File: config.mk
export PLATFORM = sky130hd
export DESIGN_NAME = http_byte_range_resolver
export DESIGN_NICKNAME = d
export VERILOG_FILES = /design/src/rtl/hbrr_pkg.sv /design/src/rtl/hbrr_scan.sv /design/src/rtl/hbrr_resolve.sv /design/src/rtl/http_byte_range_resolver.sv
export SDC_FILE = /design/constraint.sdc
export NUM_CORES = 1
export LEC_CHECK = 0
export BUFFER_PORTS_ARGS = -buffer_cell sky130_fd_sc_hd__buf_2
export CORE_MARGIN = 2
export CORE_UTILIZATION = 32
export DETAILED_ROUTE_END_ITERATION = 10
export PLACE_DENSITY = 0.52
export SYNTH_ARGS = -nofsm -noshare
export SYNTH_HDL_FRONTEND = slang
export SYNTH_SLANG_ARGS = --single-unit
File: constraint.sdc
create_clock -name clk -period 19.3 [get_ports clk]
set_input_delay 4.825 -clock clk [delete_from_list [all_inputs] [get_ports clk]]
set_output_delay 4.825 -clock clk [all_outputs]
set_load 0.1 [all_outputs]
File: src/rtl/hbrr_pkg.sv
// Shared types and constants for the HTTP byte range resolver.
package hbrr_pkg;

	// Width of body lengths and byte offsets
	localparam int LEN_W = 48;

	// Character codes the scanner looks for
	localparam logic [7:0] CH_CR    = 8'h0d;
	localparam logic [7:0] CH_LF    = 8'h0a;
	localparam logic [7:0] CH_SP    = 8'h20;
	localparam logic [7:0] CH_TAB   = 8'h09;
	localparam logic [7:0] CH_COLON = 8'h3a;
	localparam logic [7:0] CH_COMMA = 8'h2c;
	localparam logic [7:0] CH_DASH  = 8'h2d;
	localparam logic [7:0] CH_0     = 8'h30;
	localparam logic [7:0] CH_9     = 8'h39;
	localparam logic [7:0] CH_UA    = 8'h41;
	localparam logic [7:0] CH_UZ    = 8'h5a;
	localparam logic [7:0] CH_CASE  = 8'h20;

	// Length of the header name and of the unit prefix
	localparam logic [2:0] NAME_LEN = 3'd5;
	localparam logic [2:0] PFX_LEN  = 3'd6;
	localparam logic [2:0] POS_MAX  = 3'd7;

	// Input word: one header byte
	typedef struct packed {
		logic [7:0]       req_byte;
		logic             req_end;
		logic [LEN_W-1:0] body_length;
	} hbrr_in_t;

	// Output word: resolved range
	typedef struct packed {
		logic [LEN_W-1:0] range_first;
		logic [LEN_W-1:0] range_last;
		logic             is_partial;
		logic             is_unsatisfiable;
	} hbrr_out_t;

	// Where the scanner stands within the header
	typedef enum logic [4:0] {
		LP_REQ   = 5'b00001,
		LP_NAME  = 5'b00010,
		LP_SKIP  = 5'b00100,
		LP_VALUE = 5'b01000,
		LP_DONE  = 5'b10000
	} line_phase_t;

	// Where the scanner stands within the Range value
	typedef enum logic [3:0] {
		VP_LWS    = 4'b0001,
		VP_PREFIX = 4'b0010,
		VP_BODY   = 4'b0100,
		VP_REJECT = 4'b1000
	} value_phase_t;

	// What the range text held
	typedef struct packed {
		logic dash;
		logic a_any;
		logic a_bad;
		logic b_any;
		logic b_bad;
		logic comma;
	} value_flags_t;

	// Scanner state
	typedef struct packed {
		line_phase_t      line_phase;
		logic [2:0]       name_pos;
		logic             name_mis;
		logic             committed;
		value_phase_t     value_phase;
		logic [2:0]       prefix_pos;
		logic [LEN_W-1:0] start_value;
		logic [LEN_W-1:0] end_value;
		value_flags_t     flags;
	} scan_t;

	// What the scanner hands over on the final byte
	typedef struct packed {
		logic             body_ok;
		logic [LEN_W-1:0] start_value;
		logic [LEN_W-1:0] end_value;
		value_flags_t     flags;
		logic [LEN_W-1:0] body_length;
	} snap_t;

endpackage

File: src/rtl/hbrr_scan.sv
// Byte scanner: tracks header lines and accumulates the Range value.
module hbrr_scan (
	input  logic            clk,
	input  logic            arst_n,
	input  logic            accept,
	input  hbrr_pkg::hbrr_in_t word,
	input  logic            load_s1,
	output hbrr_pkg::snap_t snap_s1
);

	hbrr_pkg::scan_t st_q;
	hbrr_pkg::scan_t st_n;
	hbrr_pkg::scan_t st_rst;
	logic            cr_q;
	logic            cr_n;

	function automatic logic [7:0] to_lower(input logic [7:0] c);
		if (c >= hbrr_pkg::CH_UA && c <= hbrr_pkg::CH_UZ) begin
			return c + hbrr_pkg::CH_CASE;
		end
		return c;
	endfunction

	function automatic logic [7:0] name_char(input logic [2:0] p);
		logic [7:0] r;
		unique case (p)
			3'd0: r = 8'h72; // r
			3'd1: r = 8'h61; // a
			3'd2: r = 8'h6e; // n
			3'd3: r = 8'h67; // g
			3'd4: r = 8'h65; // e
			default: r = 8'h00;
		endcase
		return r;
	endfunction

	function automatic logic [7:0] pfx_char(input logic [2:0] p);
		logic [7:0] r;
		unique case (p)
			3'd0: r = 8'h62; // b
			3'd1: r = 8'h79; // y
			3'd2: r = 8'h74; // t
			3'd3: r = 8'h65; // e
			3'd4: r = 8'h73; // s
			3'd5: r = 8'h3d; // =
			default: r = 8'h00;
		endcase
		return r;
	endfunction

	// Append one decimal digit, saturating at all ones
	function automatic logic [hbrr_pkg::LEN_W-1:0] dec_push(
		input logic [hbrr_pkg::LEN_W-1:0] v,
		input logic [3:0]                 d
	);
		logic [hbrr_pkg::LEN_W+3:0] t;
		t = ({4'b0, v} << 3) + ({4'b0, v} << 1) + {{hbrr_pkg::LEN_W{1'b0}}, d};
		if (t[hbrr_pkg::LEN_W+3:hbrr_pkg::LEN_W] != 4'd0) begin
			return {hbrr_pkg::LEN_W{1'b1}};
		end
		return t[hbrr_pkg::LEN_W-1:0];
	endfunction

	// Apply one ordinary line byte
	function automatic hbrr_pkg::scan_t content_step(
		input hbrr_pkg::scan_t s,
		input logic [7:0]      c
	);
		hbrr_pkg::scan_t       r;
		logic [7:0]            lc;
		logic                  is_dig;
		hbrr_pkg::value_phase_t vp;
		logic [2:0]            pp;
		r      = s;
		lc     = to_lower(c);
		is_dig = (c >= hbrr_pkg::CH_0) && (c <= hbrr_pkg::CH_9);
		vp     = s.value_phase;
		pp     = s.prefix_pos;
		if (s.line_phase == hbrr_pkg::LP_NAME) begin
			if (c == hbrr_pkg::CH_COLON) begin
				if (s.name_pos == hbrr_pkg::NAME_LEN && !s.name_mis) begin
					r.line_phase  = hbrr_pkg::LP_VALUE;
					r.value_phase = hbrr_pkg::VP_LWS;
					r.prefix_pos  = 3'd0;
					r.start_value = '0;
					r.end_value   = '0;
					r.flags       = '0;
				end else begin
					r.line_phase = hbrr_pkg::LP_SKIP;
				end
			end else begin
				if (s.name_pos >= hbrr_pkg::NAME_LEN || lc != name_char(s.name_pos)) begin
					r.name_mis = 1'b1;
				end
				if (s.name_pos != hbrr_pkg::POS_MAX) begin
					r.name_pos = s.name_pos + 3'd1;
				end
			end
		end else if (s.line_phase == hbrr_pkg::LP_VALUE) begin
			// leave leading whitespace on the first other byte
			if (vp == hbrr_pkg::VP_LWS && c != hbrr_pkg::CH_SP && c != hbrr_pkg::CH_TAB) begin
				vp = hbrr_pkg::VP_PREFIX;
				pp = 3'd0;
			end
			if (vp == hbrr_pkg::VP_PREFIX) begin
				if (pp >= hbrr_pkg::PFX_LEN || lc != pfx_char(pp)) begin
					r.value_phase = hbrr_pkg::VP_REJECT;
					r.prefix_pos  = pp;
				end else begin
					r.prefix_pos  = pp + 3'd1;
					r.value_phase = (pp + 3'd1 == hbrr_pkg::PFX_LEN) ?
						hbrr_pkg::VP_BODY : hbrr_pkg::VP_PREFIX;
				end
			end else if (vp == hbrr_pkg::VP_BODY) begin
				if (c == hbrr_pkg::CH_COMMA) begin
					r.flags.comma = 1'b1;
				end else if (!s.flags.dash) begin
					if (c == hbrr_pkg::CH_DASH) begin
						r.flags.dash = 1'b1;
					end else begin
						r.flags.a_any = 1'b1;
						if (is_dig) begin
							r.start_value = dec_push(s.start_value, c[3:0]);
						end else begin
							r.flags.a_bad = 1'b1;
						end
					end
				end else begin
					r.flags.b_any = 1'b1;
					if (is_dig) begin
						r.end_value = dec_push(s.end_value, c[3:0]);
					end else begin
						r.flags.b_bad = 1'b1;
					end
				end
			end
		end
		return r;
	endfunction

	// Close a line on CRLF
	function automatic hbrr_pkg::scan_t line_end(input hbrr_pkg::scan_t s);
		hbrr_pkg::scan_t r;
		logic            clr;
		r   = s;
		clr = 1'b1;
		if (s.line_phase == hbrr_pkg::LP_NAME && s.name_pos == 3'd0) begin
			r.line_phase = hbrr_pkg::LP_DONE;
			clr          = 1'b0;
		end else if (s.line_phase == hbrr_pkg::LP_VALUE) begin
			r.committed  = 1'b1;
			r.line_phase = hbrr_pkg::LP_DONE;
			clr          = 1'b0;
		end else begin
			r.line_phase = hbrr_pkg::LP_NAME;
		end
		if (clr) begin
			r.name_pos = 3'd0;
			r.name_mis = 1'b0;
		end
		return r;
	endfunction

	// Reset image of the scanner
	always_comb begin
		st_rst             = '0;
		st_rst.line_phase  = hbrr_pkg::LP_REQ;
		st_rst.value_phase = hbrr_pkg::VP_LWS;
	end

	// Advance the scanner by one byte, folding a held CR in first
	always_comb begin
		hbrr_pkg::scan_t a;
		a    = st_q;
		st_n = st_q;
		cr_n = cr_q;
		if (st_q.line_phase != hbrr_pkg::LP_DONE) begin
			if (cr_q && word.req_byte == hbrr_pkg::CH_LF) begin
				st_n = line_end(st_q);
				cr_n = 1'b0;
			end else begin
				if (cr_q) begin
					a = content_step(st_q, hbrr_pkg::CH_CR);
				end
				if (word.req_byte == hbrr_pkg::CH_CR) begin
					st_n = a;
					cr_n = 1'b1;
				end else begin
					st_n = content_step(a, word.req_byte);
					cr_n = 1'b0;
				end
			end
		end
	end

	// Hold scanner state; return to reset after the final byte
	always_ff @(posedge clk or negedge arst_n) begin
		if (!arst_n) begin
			st_q <= st_rst;
			cr_q <= 1'b0;
		end else if (accept) begin
			if (word.req_end) begin
				st_q <= st_rst;
				cr_q <= 1'b0;
			end else begin
				st_q <= st_n;
				cr_q <= cr_n;
			end
		end
	end

	// Capture the finished value on the final byte
	always_ff @(posedge clk) begin
		if (load_s1) begin
			snap_s1.body_ok     <= st_n.committed && (st_n.value_phase == hbrr_pkg::VP_BODY);
			snap_s1.start_value <= st_n.start_value;
			snap_s1.end_value   <= st_n.end_value;
			snap_s1.flags       <= st_n.flags;
			snap_s1.body_length <= word.body_length;
		end
	end

endmodule

File: src/rtl/hbrr_resolve.sv
// Range resolution against the body length, into the result register.
module hbrr_resolve (
	input  logic               clk,
	input  logic               load,
	input  hbrr_pkg::snap_t    snap,
	output hbrr_pkg::hbrr_out_t word_q
);

	logic [hbrr_pkg::LEN_W-1:0] b;
	logic [hbrr_pkg::LEN_W-1:0] b_m1;
	logic [hbrr_pkg::LEN_W-1:0] e_clamp;
	logic                       b_zero;
	hbrr_pkg::value_flags_t     f;
	hbrr_pkg::hbrr_out_t        res;

	assign b       = snap.body_length;
	assign b_zero  = (b == '0);
	assign b_m1    = b - {{(hbrr_pkg::LEN_W-1){1'b0}}, 1'b1};
	assign f       = snap.flags;
	assign e_clamp = (snap.end_value >= b) ? b_m1 : snap.end_value;

	// Work out the range; default to the full body
	always_comb begin
		res.range_first      = '0;
		res.range_last       = b_zero ? '0 : b_m1;
		res.is_partial       = 1'b0;
		res.is_unsatisfiable = 1'b0;
		if (snap.body_ok && !f.comma && f.dash) begin
			if (!f.a_any) begin
				if (f.b_any) begin
					if (f.b_bad || snap.end_value == '0 || b_zero) begin
						res.is_unsatisfiable = 1'b1;
					end else begin
						res.range_first = (snap.end_value >= b) ? '0 : b - snap.end_value;
						res.is_partial  = (snap.end_value < b);
					end
				end
			end else if (!f.a_bad) begin
				if (b_zero || snap.start_value >= b) begin
					res.is_unsatisfiable = 1'b1;
				end else if (!f.b_any) begin
					res.range_first = snap.start_value;
					res.is_partial  = (snap.start_value != '0);
				end else if (!f.b_bad && snap.end_value >= snap.start_value) begin
					res.range_first = snap.start_value;
					res.range_last  = e_clamp;
					res.is_partial  = (snap.start_value != '0) || (e_clamp != b_m1);
				end
			end
		end
	end

	// Hold the result until it is taken
	always_ff @(posedge clk) begin
		if (load) begin
			word_q <= res;
		end
	end

endmodule

File: src/rtl/http_byte_range_resolver.sv
// Top level of the HTTP byte range resolver.
//
// The req channel carries one header byte per word, with req_end set on the
// last byte of a request and body_length sampled on that byte. The rsp
// channel carries one resolved range per request: first and last offset,
// a partial flag (206) and an unsatisfiable flag (416). Words without
// req_end give no result.
// A byte is taken every cycle while req_stall is low; the scanner state
// advances in the cycle the byte is accepted. The final byte is captured
// into a snapshot stage at the accepting edge, then resolved and loaded into
// the result register when that register is free; rsp_stall holding a result
// can delay this. rsp_valid rises with the loaded result word.
// Throughput is one byte per cycle while req_stall is low.
// When rsp_stall holds a result, one more final byte may wait in the
// snapshot stage; req_stall rises only when both are full.
// After arst_n the scanner is in the request line and no result is pending;
// after each final byte it returns to that state for the next request.
module http_byte_range_resolver (
	input  logic                clk,
	input  logic                arst_n,
	input  logic                req_valid,
	output logic                req_stall,
	input  hbrr_pkg::hbrr_in_t  req,
	output logic                rsp_valid,
	input  logic                rsp_stall,
	output hbrr_pkg::hbrr_out_t rsp
);

	hbrr_pkg::snap_t snap_s1;
	logic            s1_valid_q;
	logic            rsp_valid_q;
	logic            rsp_ready;
	logic            s1_adv;
	logic            accept;
	logic            load_s1;

	// Handshake between the stages
	assign rsp_ready = !rsp_valid_q || !rsp_stall;
	assign s1_adv    = s1_valid_q && rsp_ready;
	assign req_stall = s1_valid_q && !rsp_ready;
	assign accept    = req_valid && !req_stall;
	assign load_s1   = accept && req.req_end;
	assign rsp_valid = rsp_valid_q;

	hbrr_scan u_scan (
		.clk     (clk),
		.arst_n  (arst_n),
		.accept  (accept),
		.word    (req),
		.load_s1 (load_s1),
		.snap_s1 (snap_s1)
	);

	hbrr_resolve u_resolve (
		.clk    (clk),
		.load   (s1_adv),
		.snap   (snap_s1),
		.word_q (rsp)
	);

	// Track which stages hold a word
	always_ff @(posedge clk or negedge arst_n) begin
		if (!arst_n) begin
			s1_valid_q  <= 1'b0;
			rsp_valid_q <= 1'b0;
		end else begin
			if (load_s1) begin
				s1_valid_q <= 1'b1;
			end else if (s1_adv) begin
				s1_valid_q <= 1'b0;
			end
			if (rsp_ready) begin
				rsp_valid_q <= s1_valid_q;
			end
		end
	end

endmodule
==> key figures <==
Final layout
  – NumNets Final: 3906
  – Layout cell share with drive strength beyond 1: about a tenth
  – Layout area overhead: 12.1%
  – Final Core Density: 36.1%
  – FILL cells: 9738
  – Area taken by multi-input logic gates: 18800 um^2
  – Cell area after layout: 34300 um^2
  – FF/Latch Area: about 11000 um^2

Yosys
  – Syn. warnings: 0
  – Main synth FF type: edfxtp_1
  – Mapped Cells: 3398
  – Synth Register Bits: between 300 and 400
  – Cell Area, Synth: 30600 um^2
  – Post-synth EDFFs: 249
  – Unique masters post-synth: 94
  – Avg Cell Area, Syn: 9.00 um^2
  – Sequential share of the synthesized area: 34.4%
  – Syn_nets: between 3000 and 4000
  – Asr flop ratio synth: 32.9%

Routing
  – Wirelength, routed: 114000 um
  – DR WL/cell: 23.7 um
  – Via density: 5.69
  – DRT iter0 DRCs: between 2000 and 3000
  – Routed Antenna Nets: 0
  – Via Count: 27300
  – Post-route DRC violation count: 0
  – DRT Pass-1 Iters: 6

Timing
  – Least-Margin Pin Slew: 1.16 ns
  – Fmax: 96.4 MHz
  – Slew HR: 22.5%
  – # setup viols final: 0
  – Final WS setup: 8.93 ns
  – Fin. max-slew vios: 0
  – Min Clock Period, post-route: just over 10 ns
  – Post-route setup TNS: 0 ns
  – Unrepaired setup endpoints after global routing: no
  – Hold Violations, Final: 0
  – Period utilization: 53.7%
  – Final Skew: ~0.046 ns

Clock tree
  – Root buffer cell: clkbuf_16
  – CTS Buffer Depth: 3
  – Resized cells post-CTS: 0
  – H-tree depth: 2
  – TritonCTS clock tree: yes
  – Reg clk slew, reported paths: ~0.060 ns
  – Post-CTS setup buffers: 0
  – TritonCTS buffer count: 46
  – Num Clock Sinks: approximately 370
  – Clock latency on the worst-skew pair: 0.65 ns
  – Number of hold buffers added after cts: 0

Die
  – Die height: 313 um
  – Initial core utilization: 32.2%
  – Die area: 98000 um^2
  – Die width: between 300 and 400 um
  – Core Region: 94900 um^2
  – # rows: 113
  – Top Ports: between 150 and 200

Global routing
  – Met3 Usage GRT: approximately 4.6%
  – First-pass GRT wire length: between 150000 and 200000 um
  – Largest net degree at the start of global routing: 76
  – Congestion Overflow GR: 0
  – M2 GR Usage: 35.0%
  – Number of global-route vias before repair: approximately 26000
  – Initial antenna violation count: 5
  – GRT Max-Usage Layer: met2
  – Tot GR Track Use: 22.6%
  – Met1 usage: 31.6%

Placement
  – Dpl ws: 8.92 ns
  – Placed cell area: 32700 um^2
  – Placer Congestion: ~0.95
  – Post-DP HPWL: 88700 um
  – Port Buffers: 160

Power and ir drop
  – P_leak: 14.8 nW
  – Peak VDD IR: 0.0688 mV
  – PwrDens: 61.9 nW/um^2

Worst setup path
  – CP Max Fanout: 4
  – Worst EP arrival: about 5.6 ns
  – Startpoint Class: input port
  – Worst setup EP type: primary output
  – Critical path data required time: 14.48 ns
  – Crit Path Class: input port to primary output

Run
  – Max-Cap Viols: 0

Run status
  – Outcome: completed

Worst hold path
  – HP Class: flip-flop to flip-flop
-- synthesized netlist by cell type, drive strengths merged (82+ instances only) --
master	instances	area (um^2)
nor2	256	963
nand2	279	1050
ha	349	4370
a21oi	254	1270
dfrtp	120	3000
nand4	82	513
inv	195	732
edfxtp	249	7480
a21o	86	646
clkbuf	139	532
o21ai	275	1380
a22o	98	858
xnor2	163	1450
-- metal layers --
metal  part of all wire [%]  up-vias  wire length, um
li1                       -    12900                -
met1                     46    13400            52000
met2                     45      806            50800
met3                    6.7      126             7650
met4                    3.0        0             3360
met5                      0        -                0
-- path summary, 6_finish.rpt --
kind / start / to / slack, ns / depth (start not counted)
max: rsp_stall / req_stall / 8.93 / 4
min: s1_valid_q / rsp_valid / 0.48 / 1
max reg2reg: u_scan.st_q[55] / u_scan.snap_s1[123] / 13.91 / 14
min reg2reg: s1_valid_q / rsp_valid / 0.48 / 1
max in group asynchronous: arst_n / u_scan.st_q[98] / 13.82 / 2
min in group asynchronous: arst_n / u_scan.st_q[5] / 4.24 / 1
-- placed cells by master, fill, tap and decap left out, types with 86 or more instances in the layout --
master,instances
a22o_1,98
ha_1,349
edfxtp_1,249
xnor2_1,162
dfrtp_1,120
a21oi_1,254
buf_2,159
o21ai_0,268
a21o_1,86
nor2_1,250
inv_1,195
nand2_1,278
-- cell type report --
class,count,area share [%]
multi-input combinational,2680,54.8
inverter,195,2.13
antenna,2,0.0146
tap,1265,4.62
clock inverter,23,0.799
sequential,371,30.7
timing repair buffer,197,3.16
clock buffer,62,3.74
-- cells by family after synthesis --
group                      after synthesis  share of synthesized area (%)
DFF                                    371                           34.4
adders and majority gates              354                           14.6
buffers and inverters                  347                           4.39
muxes                                   35                           1.27
AOI/OAI and AO/OA                     1076                           22.9
and+or+nand+nor                        999                           16.1
xor gates and xnor gates               216                           6.25
-- where the power goes --
part / switching, mW / internal (mW) / leakage, nW
clock: 0.375 / 0.524 / 0.745
sequential: 0.0328 / 0.881 / 4.08
combinational: 0.229 / 0.0792 / 9.99
total: 0.638 / 1.48 / 14.8
-- registers in the layout (all words and copies together) (netlist names) --
signal and count:
u_scan.snap_s1 151, u_scan.st_q 119, u_resolve.word_q 98, rsp_valid 1, s1_valid_q 1, u_scan.cr_q 1
-- through the flow --
step	hold slack [ns]	total power [mW]	std cells
2_1_floorplan	0.443	1.14	3398
3_3_place_gp	0.474	1.24	4708
3_5_place_dp	0.471	1.23	4708
4_1_cts	0.484	2.14	4793
5_1_grt	0.504	2.20	4793
6_report	0.477	2.12	4795
-- critical path, stage by stage --
cell and delay [ns]:
buf_2 0.12, nand3_1 0.12, inv_1 0.07, buf_2 0.41
(Power assumes the default switching activity.)
